### src/assert_macros.svh
// Assertion macros shared by the tangent-space RTL
`ifndef ASSERT_MACROS_SVH
`define ASSERT_MACROS_SVH
`ifndef SYNTHESIS
`define ASSERT_IMPL(label, clk, rst, pre, post) \
  label: assert property (@(posedge clk) disable iff (rst) (pre) |-> (post)) \
    else $error("assertion failed");
`define ASSERT_NEXT(label, clk, rst, pre, post) \
  label: assert property (@(posedge clk) disable iff (rst) (pre) |=> (post)) \
    else $error("assertion failed");
`else
`define ASSERT_IMPL(label, clk, rst, pre, post)
`define ASSERT_NEXT(label, clk, rst, pre, post)
`endif
`endif

### src/vts_pkg.sv
// Types, constants and codes of the vertex tangent-space block
`default_nettype none
package vts_pkg;

  localparam int OUT_FRAC_BITS = 14;
  localparam int LIMIT_BITS    = 30;
  localparam int MUL_W         = LIMIT_BITS + 1;
  localparam int Q_MAX         = ((1 << OUT_FRAC_BITS) > 32767) ? 32767 : (1 << OUT_FRAC_BITS);

  localparam int DS_W     = 64;
  localparam int DS_DEN_W = 31;
  localparam int DS_REM_W = 36;
  localparam int DS_CNT_W = 6;

  localparam int CFG_ADDR_W = 3;

  localparam logic [1:0] TOPO_LIST  = 2'd0;
  localparam logic [1:0] TOPO_STRIP = 2'd1;
  localparam logic [1:0] TOPO_LINES = 2'd2;

  localparam logic CFG_TOPOLOGY = 1'b0;

  typedef enum logic {
    DS_DIV,
    DS_SQRT
  } ds_op_t;

  typedef struct packed {
    logic   start;
    ds_op_t op;
  } ds_ctrl_t;

  typedef struct packed {
    logic busy;
    logic done;
  } ds_stat_t;

  typedef enum logic [3:0] {
    S_IDLE,
    S_DIFF,
    S_SHIFT_E,
    S_SHIFT_D,
    S_MUL,
    S_ACC,
    S_CHECK,
    S_VLOAD,
    S_VSHIFT,
    S_SQ_MUL,
    S_SQ_ACC,
    S_SQRT,
    S_SQRT_WAIT,
    S_DIV,
    S_DIV_WAIT,
    S_EMIT
  } state_t;

endpackage
`default_nettype wire

### src/vts_divsqrt.sv
// Shared iterative unit: restoring divide (one bit a cycle) and square root (two radicand bits a cycle)
`default_nettype none
`include "assert_macros.svh"
module vts_divsqrt
  import vts_pkg::*;
(
  input  logic                clk,
  input  logic                rst,
  input  ds_ctrl_t            ctrl,
  input  logic [DS_W-1:0]     arg_a,
  input  logic [DS_DEN_W-1:0] arg_b,
  output ds_stat_t            stat,
  output logic [DS_W-1:0]     result
);

  logic                busy;
  logic                done;
  ds_op_t              op;
  logic [DS_W-1:0]     work;
  logic [DS_W-1:0]     work_next;
  logic [DS_W-1:0]     quot;
  logic [DS_W-1:0]     quot_next;
  logic [DS_REM_W-1:0] rem;
  logic [DS_REM_W-1:0] rem_next;
  logic [DS_REM_W-1:0] rem_s;
  logic [DS_REM_W-1:0] trial;
  logic [DS_DEN_W-1:0] den;
  logic [DS_CNT_W-1:0] cnt;
  logic                take;

  always_comb begin
    if (op == DS_SQRT) begin
      rem_s     = {rem[DS_REM_W-3:0], work[DS_W-1 -: 2]};
      trial     = {quot[DS_REM_W-3:0], 2'b01};
      work_next = {work[DS_W-3:0], 2'b00};
    end else begin
      rem_s     = {rem[DS_REM_W-2:0], work[DS_W-1]};
      trial     = DS_REM_W'(den);
      work_next = {work[DS_W-2:0], 1'b0};
    end
    take      = (rem_s >= trial);
    rem_next  = take ? (rem_s - trial) : rem_s;
    quot_next = {quot[DS_W-2:0], take};
  end

  always_ff @(posedge clk) begin
    if (rst) begin
      busy <= 1'b0;
      done <= 1'b0;
    end else begin
      done <= 1'b0;
      if (ctrl.start && !busy) begin
        busy <= 1'b1;
      end else if (busy && cnt == '0) begin
        busy <= 1'b0;
        done <= 1'b1;
      end
    end
  end

  always_ff @(posedge clk) begin
    if (ctrl.start && !busy) begin
      op   <= ctrl.op;
      work <= arg_a;
      den  <= arg_b;
      rem  <= '0;
      quot <= '0;
      cnt  <= (ctrl.op == DS_SQRT) ? DS_CNT_W'(DS_W / 2 - 1) : DS_CNT_W'(DS_W - 1);
    end else if (busy) begin
      work <= work_next;
      rem  <= rem_next;
      quot <= quot_next;
      cnt  <= cnt - 1'b1;
    end
  end

  assign stat.busy = busy;
  assign stat.done = done;
  assign result    = quot;

  `ASSERT_IMPL(a_no_restart, clk, rst, ctrl.start, !busy)
  `ASSERT_IMPL(a_done_idle, clk, rst, done, !busy)
  `ASSERT_IMPL(a_busy_from_start, clk, rst, $rose(busy), $past(ctrl.start))

endmodule
`default_nettype wire

### config.mk
export PLATFORM = sky130hd
export DESIGN_NAME = vts_divsqrt
export DESIGN_NICKNAME = d
export VERILOG_FILES = /design/src/vts_pkg.sv /design/src/vts_divsqrt.sv
export VERILOG_INCLUDE_DIRS = /design/src /design/src/src
export SDC_FILE = /design/constraint.sdc
export NUM_CORES = 1
export LEC_CHECK = 0
export ABC_AREA = 0
export BUFFER_PORTS_ARGS = -buffer_cell sky130_fd_sc_hd__buf_2
export CORE_MARGIN = 10
export CORE_UTILIZATION = 50
export CTS_BUF_LIST = sky130_fd_sc_hd__clkbuf_8
export CTS_CLUSTER_DIAMETER = 60
export DETAILED_ROUTE_END_ITERATION = 8
export HOLD_SLACK_MARGIN = 0.05
export PLACE_DENSITY = 0.74
export SYNTH_ARGS = -nofsm -noshare
export SYNTH_HDL_FRONTEND = slang
export SYNTH_SLANG_ARGS = --single-unit
### constraint.sdc
create_clock -name clk -period 3.6 [get_ports clk]
set_input_delay 0.72 -clock clk [delete_from_list [all_inputs] [get_ports clk]]
set_output_delay 0.72 -clock clk [all_outputs]
set_load 0.1 [all_outputs]
# Word level (Yosys, flattened, before mapping)

Cells that the tools add are included.

Add/subtract/negate cells: 2
Order comparisons: 1
Muxes and demuxes: 12
Reductions and logical operators: 7

Operators by type and width:

| kind                | number |
|---|---|
| $mux 64             | 3 |
| $mux 36             | 2 |
| $ge 36x36->1        | 1 |
| $mux 35             | 1 |
| $sub 35x35->35      | 1 |
| $mux 6              | 3 |
| $logic_not 6->1     | 1 |
| $sub 6x1->6 const B | 1 |
| $reduce_bool 2->1   | 2 |
| $mux 1              | 3 |
| $logic_and 1x1->1   | 2 |
| $reduce_or 2->1     | 1 |
| $logic_not 1->1     | 1 |

Register bits after elaboration: 203
Input port bits: 99
Output and inout bits: 66
Logic and storage cells: 30

# Longest topological paths before layout

Gate-level depths: netlist of run 1.

Depth in word-level cells: 4
Depth in mapped cells: 17
Mapped depth without buffers: 12

# Least setup slack after synthesis of run 1

No wires, ideal clock.

Kind: register to register
Start: register op
End: register rem[15]
Setup time: 0.197 ns
Arrival: 3.748 ns
Data required time: 3.403 ns
Path slack: -0.345 ns
Cell stages (with the launch flop): 17
Path buffers: 6
Clock period less this slack: 3.945 ns
Cells stage by stage: edfxtp_1 > clkbuf_1 > buf_2 > buf_1 > clkbuf_1 > mux2i_1 > ha_1 > a21oi_1 > a21oi_1 > o21ai_0 > a41oi_2 > o21ai_2 > nand2b_1 > buf_6 > buf_8 > nand3_1 > o221ai_1

Longest elaborated chain between the ends: 3
Elaborated cells between the ends (all ways): 5
Classes of those cells: add/sub (1); order compare (1); mux (3)

RTL lines:

| element                                        | line                                 | RTL |
|---|---|---|
| from (decl)                                    | vts_divsqrt.sv:18                    | `ds_op_t op;` |
| from (signal assigned)                         | vts_divsqrt.sv:63                    | `op <= ctrl.op;` |
| $mux 36                                        | vts_divsqrt.sv:32                    | `if (op == DS_SQRT) begin` |
| $sub 35x35->35 or $ge 36x36->1 (tied branches) | vts_divsqrt.sv:42, vts_divsqrt.sv:41 |  |
| $mux 35 (*)                                    | vts_divsqrt.sv:42                    | `rem_next = take ? (rem_s - trial) : rem_s;` |
| to (signal assigned)                           | vts_divsqrt.sv:71                    | `rem <= rem_next;` |
| to (decl)                                      | vts_divsqrt.sv:23                    | `logic [DS_REM_W-1:0] rem;` |

Every way passes the cells marked *; elsewhere a longest branch is shown, timed or not.
A chain may end at the register's enable or synchronous reset.

# Worst setup path in the final report of run 1

Start: register op
End: register rem[28]

Same word-level chain as after synthesis.

==> flow_summary.toml, run 1 <==
[synth]
synth_area_um2 = 10900
async_flop_share_pct = 0
synth_edf_count = 102
syn-num-nets = 1305
synth.top_cells.by_count = "nand2_1 (271), o21ai_0 (151), mux2i_1 (110)"
yosysTopAreaCell = "edfxtp_1"
synth.most_common_cell = "nand2_1"
yosysTopAreaCellShare_pct = 28.0
netlist-cell-type-count = 61
ys_seq_area_share_pct = 46.5
synth_cells = 1167
yosysWarnings = 0
ys.flop_type = "edfxtp_1"
ys_seq_elements = 203
synthTopCellsByArea = "edfxtp_1 (28%), dfxtp_1 (18%), mux2i_1 (10%)"
post_synth.cell_area_avg_um2 = 9.37

[sta]
rsz0062_at_grt = "no"
maxSlewHeadroom_pct = 37.1
whs_ns = 0.377
fmax_mhz = 295
fin_skew_ns = 0.0102
timing.final.crit_period_ns = 3.39
period_share_pct = 94.0
worst_pin_slew_ns = 0.944
hold_viol = 0
setup_ws_ns = 0.215
finalSetupViolations = 0
tns_ns = 0
maxSlewViolCount = 0

[min_path]
min_from = "arg_b[25]"
min_path_type = "in2reg"
hold_path_depth = 1
hold_path_end = "den[25]"

[die]
core_area_um2 = 21700
io_pins = 165
start_util_pct = 50.4
fp.dieW_um = 168
die_area_um2 = 28200
die_h_um = 168
rows = 54

[route]
wl_met3_um = 1780
drt_first_pass_iters = 5
antenna_left = 0
wl_um = 27300
drc_errors = 0
via_per_inst = 5.52
route.met2.wl_um = 12800
post_drt_wl_per_cell_um = 16.7
top_layer_used = "met5"
wl_met1_um = 12100
drtIter0Drc = 579
vias = 9049

[critical_path]
cp_max_fo = 15
startpoint_type = "flop"
worstPathArrival_ns = 3.75
reg2reg_from = "op"
worst-setup-path-type = "reg2reg"
end_kind = "flop"
worstPathRequired_ns = 3.96
r2r_setup_slack_ns = 0.21
reg2regPathDepth = 13
r2r-end = "rem[28]"

[global_route]
grt_use_total_pct = 18.7
antenna_found_initial = 5
grt_pass1_wl_um = 44900
grt_max_degree = 93
first_global_vias = 8969
grt_overflow = 0

[pwr]
p_leak_nw = 5.49
pwr-share-comb_pct = 42.7
powerDensity_nw_per_um2 = 671
internal_power_w = 0.00539
vdd.ir_drop.worst_mv = 0.359
clkPwrFrac_pct = 23.3
net-switching-power_w = 0.00322
swShare_pct = 37.4
p_seq_share_pct = 34.0

[final_layout]
nets = 1467
drive_gt1_share_pct = 22.1
design_area_um2 = 12800
syn_to_final_growth_pct = 17.4

[clock_tree]
cts.sinks = 203
insertion_delay_ns = 0.52
clkTransAtPathRegs_ns = 0.06
cts_buffers = 36
clk_path_buf_depth = 3
htreeDepth = 2
cts_tree = "built"
cts-root-buf = "clkbuf_8"
postCtsHoldBufs = 0

[placement]
gp_congestion = 0.948
io_buffers = 164
pre_cts_ws_ns = 0.146
placed_area_um2 = 12100
dp_hpwl_um = 19300

[job]
cap_viol_max_count = 0

[run_status]
status = "complete, no violations"
==> final cells by class <==
| type | count | area (µm²) |
|---|---|---|
| tap | 280 | 350 |
| fill | 1920 | 8850 |
| inverter | 16 | 62.6 |
| clock inverter | 26 | 138 |
| timing repair buffer | 202 | 1180 |
| multi-input combinational | 870 | 5470 |
| clock buffer | 39 | 537 |
| sequential | 203 | 5090 |
| antenna | 3 | 7.51 |
==> stage by stage <==
stage | total power, W | util [%] | instances
6_report | 0.00861 | 59.2 | 1639
5_1_grt | 0.00920 | 59.2 | 1636
4_1_cts | 0.00859 | 59.0 | 1636
3_5_place_dp | 0.00655 | 55.9 | 1571
3_3_place_gp | 0.00651 | 55.9 | 1571
2_1_floorplan | 0.00566 | - | 1167
==> metal layers <==
metal | vias up | global-route usage, %
li1 | 4512 | -
met2 | 267 | 30.0
met5 | - | 0
met4 | 4 | 6.13
met1 | 4217 | 23.6
met3 | 49 | 5.45
==> power groups by stage <==
stage / clock [W] / sequential (W) / combinational (W)
6_report: 0.00201 / 0.00293 / 0.00368
5_1_grt: 0.00217 / 0.00296 / 0.00407
4_1_cts: 0.00207 / 0.00292 / 0.00360
3_5_place_dp: 0 / 0.00297 / 0.00358
3_3_place_gp: 0 / 0.00296 / 0.00355
2_1_floorplan: 0 / 0.00300 / 0.00266
==> worst max-delay path, cell delays in order (launching register included) <==
cell and delay [ns]:
edfxtp_1 0.44, buf_12 0.18, buf_12 0.15, buf_4 0.16, mux2_2 0.36, ha_1 0.27
a21o_1 0.19, a21o_1 0.17, a21oi_1 0.34, o211ai_1 0.24, nand2b_1 0.26, buf_6 0.18
mux2i_1 0.20, o21ai_1 0.09
==> timing repair <==
action / in CTS / in global routing
setup buffers: 0 / 0
endpoints found under the setup margin: 0 / 9
resized for setup: 0 / 10
==> layout by cell type (no fill, tap or decap), types with 6 or more instances in the layout <==
cell / n
o21ai_1: 20
clkbuf_8: 39
a32oi_1: 8
nand2b_1: 6
ha_1: 36
inv_1: 29
mux2i_1: 110
a31oi_1: 10
buf_2: 164
a21o_1: 10
nor3_1: 10
buf_4: 31
o211ai_1: 11
o21ai_0: 148
nand2_1: 271
a21oi_1: 40
xnor2_1: 24
nand4_1: 8
dfxtp_1: 100
edfxtp_1: 102
xor2_1: 9
nor2_1: 31
mux2_2: 34
buf_12: 6
nand3_1: 22
==> registers in the layout, summed over array words and instances, names as in the netlist <==
signal	flops
result	64
work	64
rem	35
den	31
cnt	6
busy	1
done	1
op	1
==> how the worst max path moves through the flow <==
stage / from / endpoint / slack (ns)
6_report: op / rem[28] / 0.21
3_5_place_dp: op / rem[27] / 0.15
3_3_place_gp: op / rem[27] / 0.22
4_1_cts: op / rem[30] / 0.11
2_1_floorplan: op / rem[15] / 0.12
5_1_grt: op / rem[6] / 0.007
==> cells by family (layout without fill, tap and decap cells) <==
logic type	count (synthesis)	after routing	share of synthesized area, %
buffers and inverters	94	283	3.67
AO/OA/AOI/OAI	282	282	14.8
adder cells (fa/ha/maj)	39	39	4.53
XOR/XNOR	33	33	2.64
other	0	3	0
multiplexers	144	144	13.6
flip-flops	203	203	46.5
AND/OR/NAND/NOR	372	372	14.2
Note: power is estimated with default switching activity, not from simulation.
==> run 2, diff against run 1 <==
Settings changed: HOLD_SLACK_MARGIN 0.05 to 0.06, PLACE_DENSITY 0.74 to 0.71.
Clock period 3.6 ns to 3.22 ns, I/O delays scaled along.
==> flow_summary.toml, run 2 (synthesis results as in run 1) <==
[run_status]
status = "complete, but fails checks"
violations = "negative setup slack"

[global_route]
grt_use_total_pct = 20.1
grt_overflow = 0
grt.met3_usage_pct = 5.12
grtUsageMet2_pct = 33.6
antenna_found_initial = 7
first_global_vias = 9516
grt_max_degree = 84
top_usage_layer = "met2"
grt_pass1_wl_um = 48100
grtUsageMet1_pct = 24.9

[critical_path]
r2r-end = "rem[2]"
cp_slowest_cell = "or4_4"
r2r_setup_slack_ns = -0.11
critPathTopFamily = "simple AND/OR/NAND/NOR gates"
cp_slowest_stage_delay_ns = 0.52
worstPathArrival_ns = 3.72
cp_cell_sequence = "buf_6, buf_12, buf_12, mux2_4, ha_4, and3_4, nand2_4, or4_4, a41oi_2, o21ai_2, nand2b_4, buf_12, buf_12, mux2i_1, o21ai_1"
cp_max_fo = 8
path_common_cell = "buf_12"
crit_cells = 15
reg2regPathDepth = 15
worst-path-buf-inv = 5
end_kind = "flop"
worst-setup-path-type = "reg2reg"
reg2reg_from = "op"
startpoint_type = "flop"
worstPathRequired_ns = 3.61

[sta]
fmax_mhz = 300
whs_ns = 0.284
timing.final.crit_period_ns = 3.33
period_share_pct = 104
tns_ns = -1.14
maxSlewHeadroom_pct = 38.8
worst_pin_slew_ns = 0.918
maxSlewViolCount = 0
fin_skew_ns = 0.0332
finalSetupViolations = 21
setup_ws_ns = -0.114
hold_viol = 0
rsz0062_at_grt = "yes"

[min_path]
min_from = "rst"
min_path_type = "in2reg"
hold_path_end = "busy"
hold_path_depth = 2

[final_layout]
nFillCells = 1660
nets = 1559
drive_gt1_share_pct = 34.2
final_common_cell = "nand2_1"
final_cell_mix = "nand2_1 (262), buf_2 (164), o21ai_0 (140)"
syn_to_final_growth_pct = 32.2
fin_cells = 1732
design_area_um2 = 14400

[placement]
gp_congestion = 0.899
dp.cells = 1632
io_buffers = 164
placed_area_um2 = 12600
dp_hpwl_um = 20400

[clock_tree]
clkTransAtPathRegs_ns = 0.06
cts.sinks = 203
cts_tree = "built"
insertion_delay_ns = 0.54
cts_buffers = 36
cts-root-buf = "clkbuf_8"
postCtsHoldBufs = 0
clk_path_buf_depth = 3
htreeDepth = 2

[die]
die_h_um = 168
rows = 54
fp.dieW_um = 168
start_util_pct = 50.4
die_area_um2 = 28200
io_pins = 165
core_area_um2 = 21700

[route]
drtIter0Drc = 664
vias = 9623
via_per_inst = 5.56
drt_first_pass_iters = 5
antenna_left = 0
post_drt_wl_per_cell_um = 17.9
drc_errors = 0
wl_um = 30900

[pwr]
vdd.ir_drop.worst_mv = 0.386
internal_power_w = 0.00720
swShare_pct = 37.9
powerDensity_nw_per_um2 = 802
net-switching-power_w = 0.00439
p_seq_share_pct = 28.4
finalPower_w = 0.0116
clkPwrFrac_pct = 19.4
p_leak_nw = 6.11
pwr-share-comb_pct = 52.1

[job]
cap_viol_max_count = 0
-- run 2: cell types whose count changed in the layout (fill, tap and decap cells not counted), moves of 9 or more --
cell / before / now
dfxtp_1: 100 / 90
a21oi_2: 1 / 10
a21oi_1: 40 / 27
ha_1: 36 / 17
buf_6: 1 / 14
dfxtp_2: 1 / 10
mux2i_1: 110 / 98
ha_4: 0 / 18
buf_4: 31 / 100
nand2_1: 271 / 262
-- run 2: area by class of cell --
| class | instances | area, µm² | share of cell area (%) |
|---|---|---|---|
| multi-input cells | 870 | 6200 | 42.9 |
| flip-flops and latches | 203 | 5100 | 35.3 |
| repair buffers | 294 | 2050 | 14.2 |
| clock buffers | 42 | 578 | 4.00 |
| well taps | 280 | 350 | 2.43 |
| clock inverters | 24 | 101 | 0.702 |
| inverters | 16 | 62.6 | 0.433 |
| diodes | 3 | 7.51 | 0.0520 |
-- run 2: through the flow --
stage          setup slack, ns  util (%)
3_3_place_gp           -0.0510      58.2
5_1_grt                 -0.206      66.6
2_1_floorplan           0.0138         -
4_1_cts                -0.0419      64.3
3_5_place_dp            -0.124      58.2
6_report                -0.114      66.6
-- run 2: power groups by stage --
stage | registers (W) | logic, W | clock network, W
2_1_floorplan | 0.00335 | 0.00300 | 0
3_3_place_gp | 0.00332 | 0.00444 | 0
3_5_place_dp | 0.00333 | 0.00448 | 0
4_1_cts | 0.00328 | 0.00530 | 0.00230
5_1_grt | 0.00333 | 0.00646 | 0.00241
6_report | 0.00330 | 0.00604 | 0.00225
-- run 2: what timing repair did --
action / 4_1_cts / 5_1_grt
pin swaps: 23 / 43
cloned: 3 / 0
setup buffers: 21 / 11
endpoints found under the setup margin: 34 / 36
resized for setup: 76 / 87
-- run 2: per-layer routing --
| metal | vias up | routed length (µm) | part of all wire (%) |
|---|---|---|---|
| met5 | - | 56 | 0.18 |
| met4 | 8 | 718 | 2.3 |
| met3 | 71 | 2020 | 6.5 |
| met2 | 310 | 15000 | 48 |
| met1 | 4543 | 13200 | 43 |
| li1 | 4691 | - | - |
-- run 2: how the worst max path moves through the flow --
stage | startpoint | endpoint | slack (ns)
after floorplan | op | rem[27] | 0.01
after global routing | op | rem[2] | -0.21
after detailed placement | op | rem[29] | -0.12
after global placement | op | rem[14] | -0.05
after CTS | op | rem[11] | -0.04
final | op | rem[2] | -0.11
==> run 3, diff against run 2 <==
==> constraint.sdc (replaced) <==
create_clock -name clk -period 3.22 [get_ports clk]
set_input_delay 0.161 -clock clk [delete_from_list [all_inputs] [get_ports clk]]
set_output_delay 0.161 -clock clk [all_outputs]
set_load 0.1 [all_outputs]
==> flow_summary.toml, run 3 (synthesis results as in run 1) <==
[run_status]
status = "complete, no violations"

[pwr]
swShare_pct = 37.7
vdd.ir_drop.worst_mv = 0.435
p_leak_nw = 6.29
p_seq_share_pct = 31.3
internal_power_w = 0.00654
finalPower_w = 0.0105
net-switching-power_w = 0.00395
pwr-share-comb_pct = 47.7
clkPwrFrac_pct = 21.0
powerDensity_nw_per_um2 = 722

[final_layout]
final_cell_mix = "nand2_1 (270), buf_2 (164), o21ai_0 (145)"
syn_to_final_growth_pct = 32.9
layout.area.seq_um2 = 5100
final_common_cell = "nand2_1"
nFillCells = 1643
fin_cells = 1798
multi_input_area_um2 = 5680
nets = 1627
drive_gt1_share_pct = 26.6

[global_route]
grt_max_degree = 84
antenna_found_initial = 1
grt_overflow = 0
grt_pass1_wl_um = 51100
grt_use_total_pct = 21.4
first_global_vias = 10000

[min_path]
min_path_type = "in2reg"

[die]
die_area_um2 = 28200
start_util_pct = 50.4
die_h_um = 168
core_area_um2 = 21700
fp.dieW_um = 168
io_pins = 165
rows = 54

[sta]
hold_viol = 0
whs_ns = 0.136
timing.final.crit_period_ns = 3.16
tns_ns = 0
period_share_pct = 98.2
finalSetupViolations = 0
worst_pin_slew_ns = 0.980
maxSlewHeadroom_pct = 34.7
fin_skew_ns = 0.0146
fmax_mhz = 316
rsz0062_at_grt = "yes"
maxSlewViolCount = 0

[clock_tree]
cts-root-buf = "clkbuf_8"
clk_path_buf_depth = 3
htreeDepth = 2
insertion_delay_ns = 0.52
clkTransAtPathRegs_ns = 0.06
cts.sinks = 203
cts_tree = "built"
cts_buffers = 36

[placement]
dp_hpwl_um = 20500
io_buffers = 164
dp.cells = 1630
gp_congestion = 0.936

[critical_path]
worst-setup-path-type = "reg2reg"
worstPathArrival_ns = 3.58
worstPathRequired_ns = 3.64
cp_max_fo = 10
reg2regPathDepth = 14
r2r_setup_slack_ns = 0.06
cp-endpoint = "rem[0]"
critPathLaunch = "op"
end_kind = "flop"
startpoint_type = "flop"
reg2reg_from = "op"
r2r-end = "rem[0]"

[route]
drtIter0Drc = 799
wl_um = 31800
via_per_inst = 5.48
drc_errors = 0
drt_first_pass_iters = 5
vias = 9855
post_drt_wl_per_cell_um = 17.7
antenna_left = 0

[job]
cap_viol_max_count = 0
[run 3: cell types whose count changed in the layout (fill, tap and decap cells not counted), sizes merged]
cell and change:
buf -30, bufbuf +1, clkbuf -3, clkinv -1, clkinvlp +1, diode -1
dlygate4sd3 +97, inv +2
[run 3: how the worst min path moves through the flow]
| stage | start | end | slack [ns] | cells after the start |
|---|---|---|---|---|
| 3_5_place_dp | arg_b[17] | den[17] | 0.34 | 1 |
| 5_1_grt | ctrl[1] | cnt[2] | 0.17 | 3 |
| 6_report | ctrl[1] | cnt[3] | 0.14 | 3 |
| 3_3_place_gp | arg_b[18] | den[18] | 0.34 | 1 |
| 4_1_cts | ctrl[1] | cnt[2] | 0.12 | 3 |
| 2_1_floorplan | rst | done | 0.23 | 1 |
[run 3: power by group through the flow]
stage          Combinational [W]  Clock (W)  Sequential, W
3_5_place_dp             0.00446          0        0.00333
3_3_place_gp             0.00442          0        0.00332
6_report                 0.00500    0.00221        0.00329
4_1_cts                  0.00468    0.00224        0.00328
2_1_floorplan            0.00300          0        0.00335
5_1_grt                  0.00544    0.00235        0.00332
[run 3: timing repair]
action	4_1_cts	5_1_grt
hold buffers	97	0
gates resized for setup	14	34
pin swaps	6	12
buffers inserted	2	1
endpoints found under the setup margin	31	35
gates cloned	1	0
endpoints found under the hold margin	99	0
[run 3: final cells by class]
type,count,share of cell area (%)
antenna,2,0.0344
clock buffer,39,3.69
clock inverter,26,0.809
inverter,16,0.431
multi-input combinational,870,39.1
sequential,203,35.1
tap,280,2.41
timing repair buffer,362,18.5
[run 3: through the flow]
| stage | cell area, µm² | setup slack [ns] | utilization (%) |
|---|---|---|---|
| 3_5_place_dp | 12600 | -0.104 | 58.1 |
| 4_1_cts | 14300 | 0.00451 | 66.1 |
| 5_1_grt | 14500 | -0.0900 | 67.0 |
| 6_report | 14500 | 0.0585 | 67.0 |
| 3_3_place_gp | 12600 | -0.0313 | 58.1 |
| 2_1_floorplan | 11000 | 0.0138 | - |
[run 3: per-layer routing]
metal  GRT usage [%]  up-vias  wire (µm)
li1                -     4831          -
met1            25.4     4630      13000
met5               0        -          0
met3            5.22       75       2070
met2            36.5      319      15700
met4            8.18        0        984
[run 3: critical path, cell delays in order (launching register included)]
cell      delay (ns)
edfxtp_1        0.36
buf_6           0.14
buf_8           0.14
mux2_2          0.36
ha_1            0.31
a21oi_1         0.18
buf_4           0.16
o21ai_0         0.07
a21oi_1         0.23
o221ai_2        0.17
o21ai_2         0.27
nor2b_4         0.19
buf_4           0.17
nand2_1         0.06
a32o_1          0.24
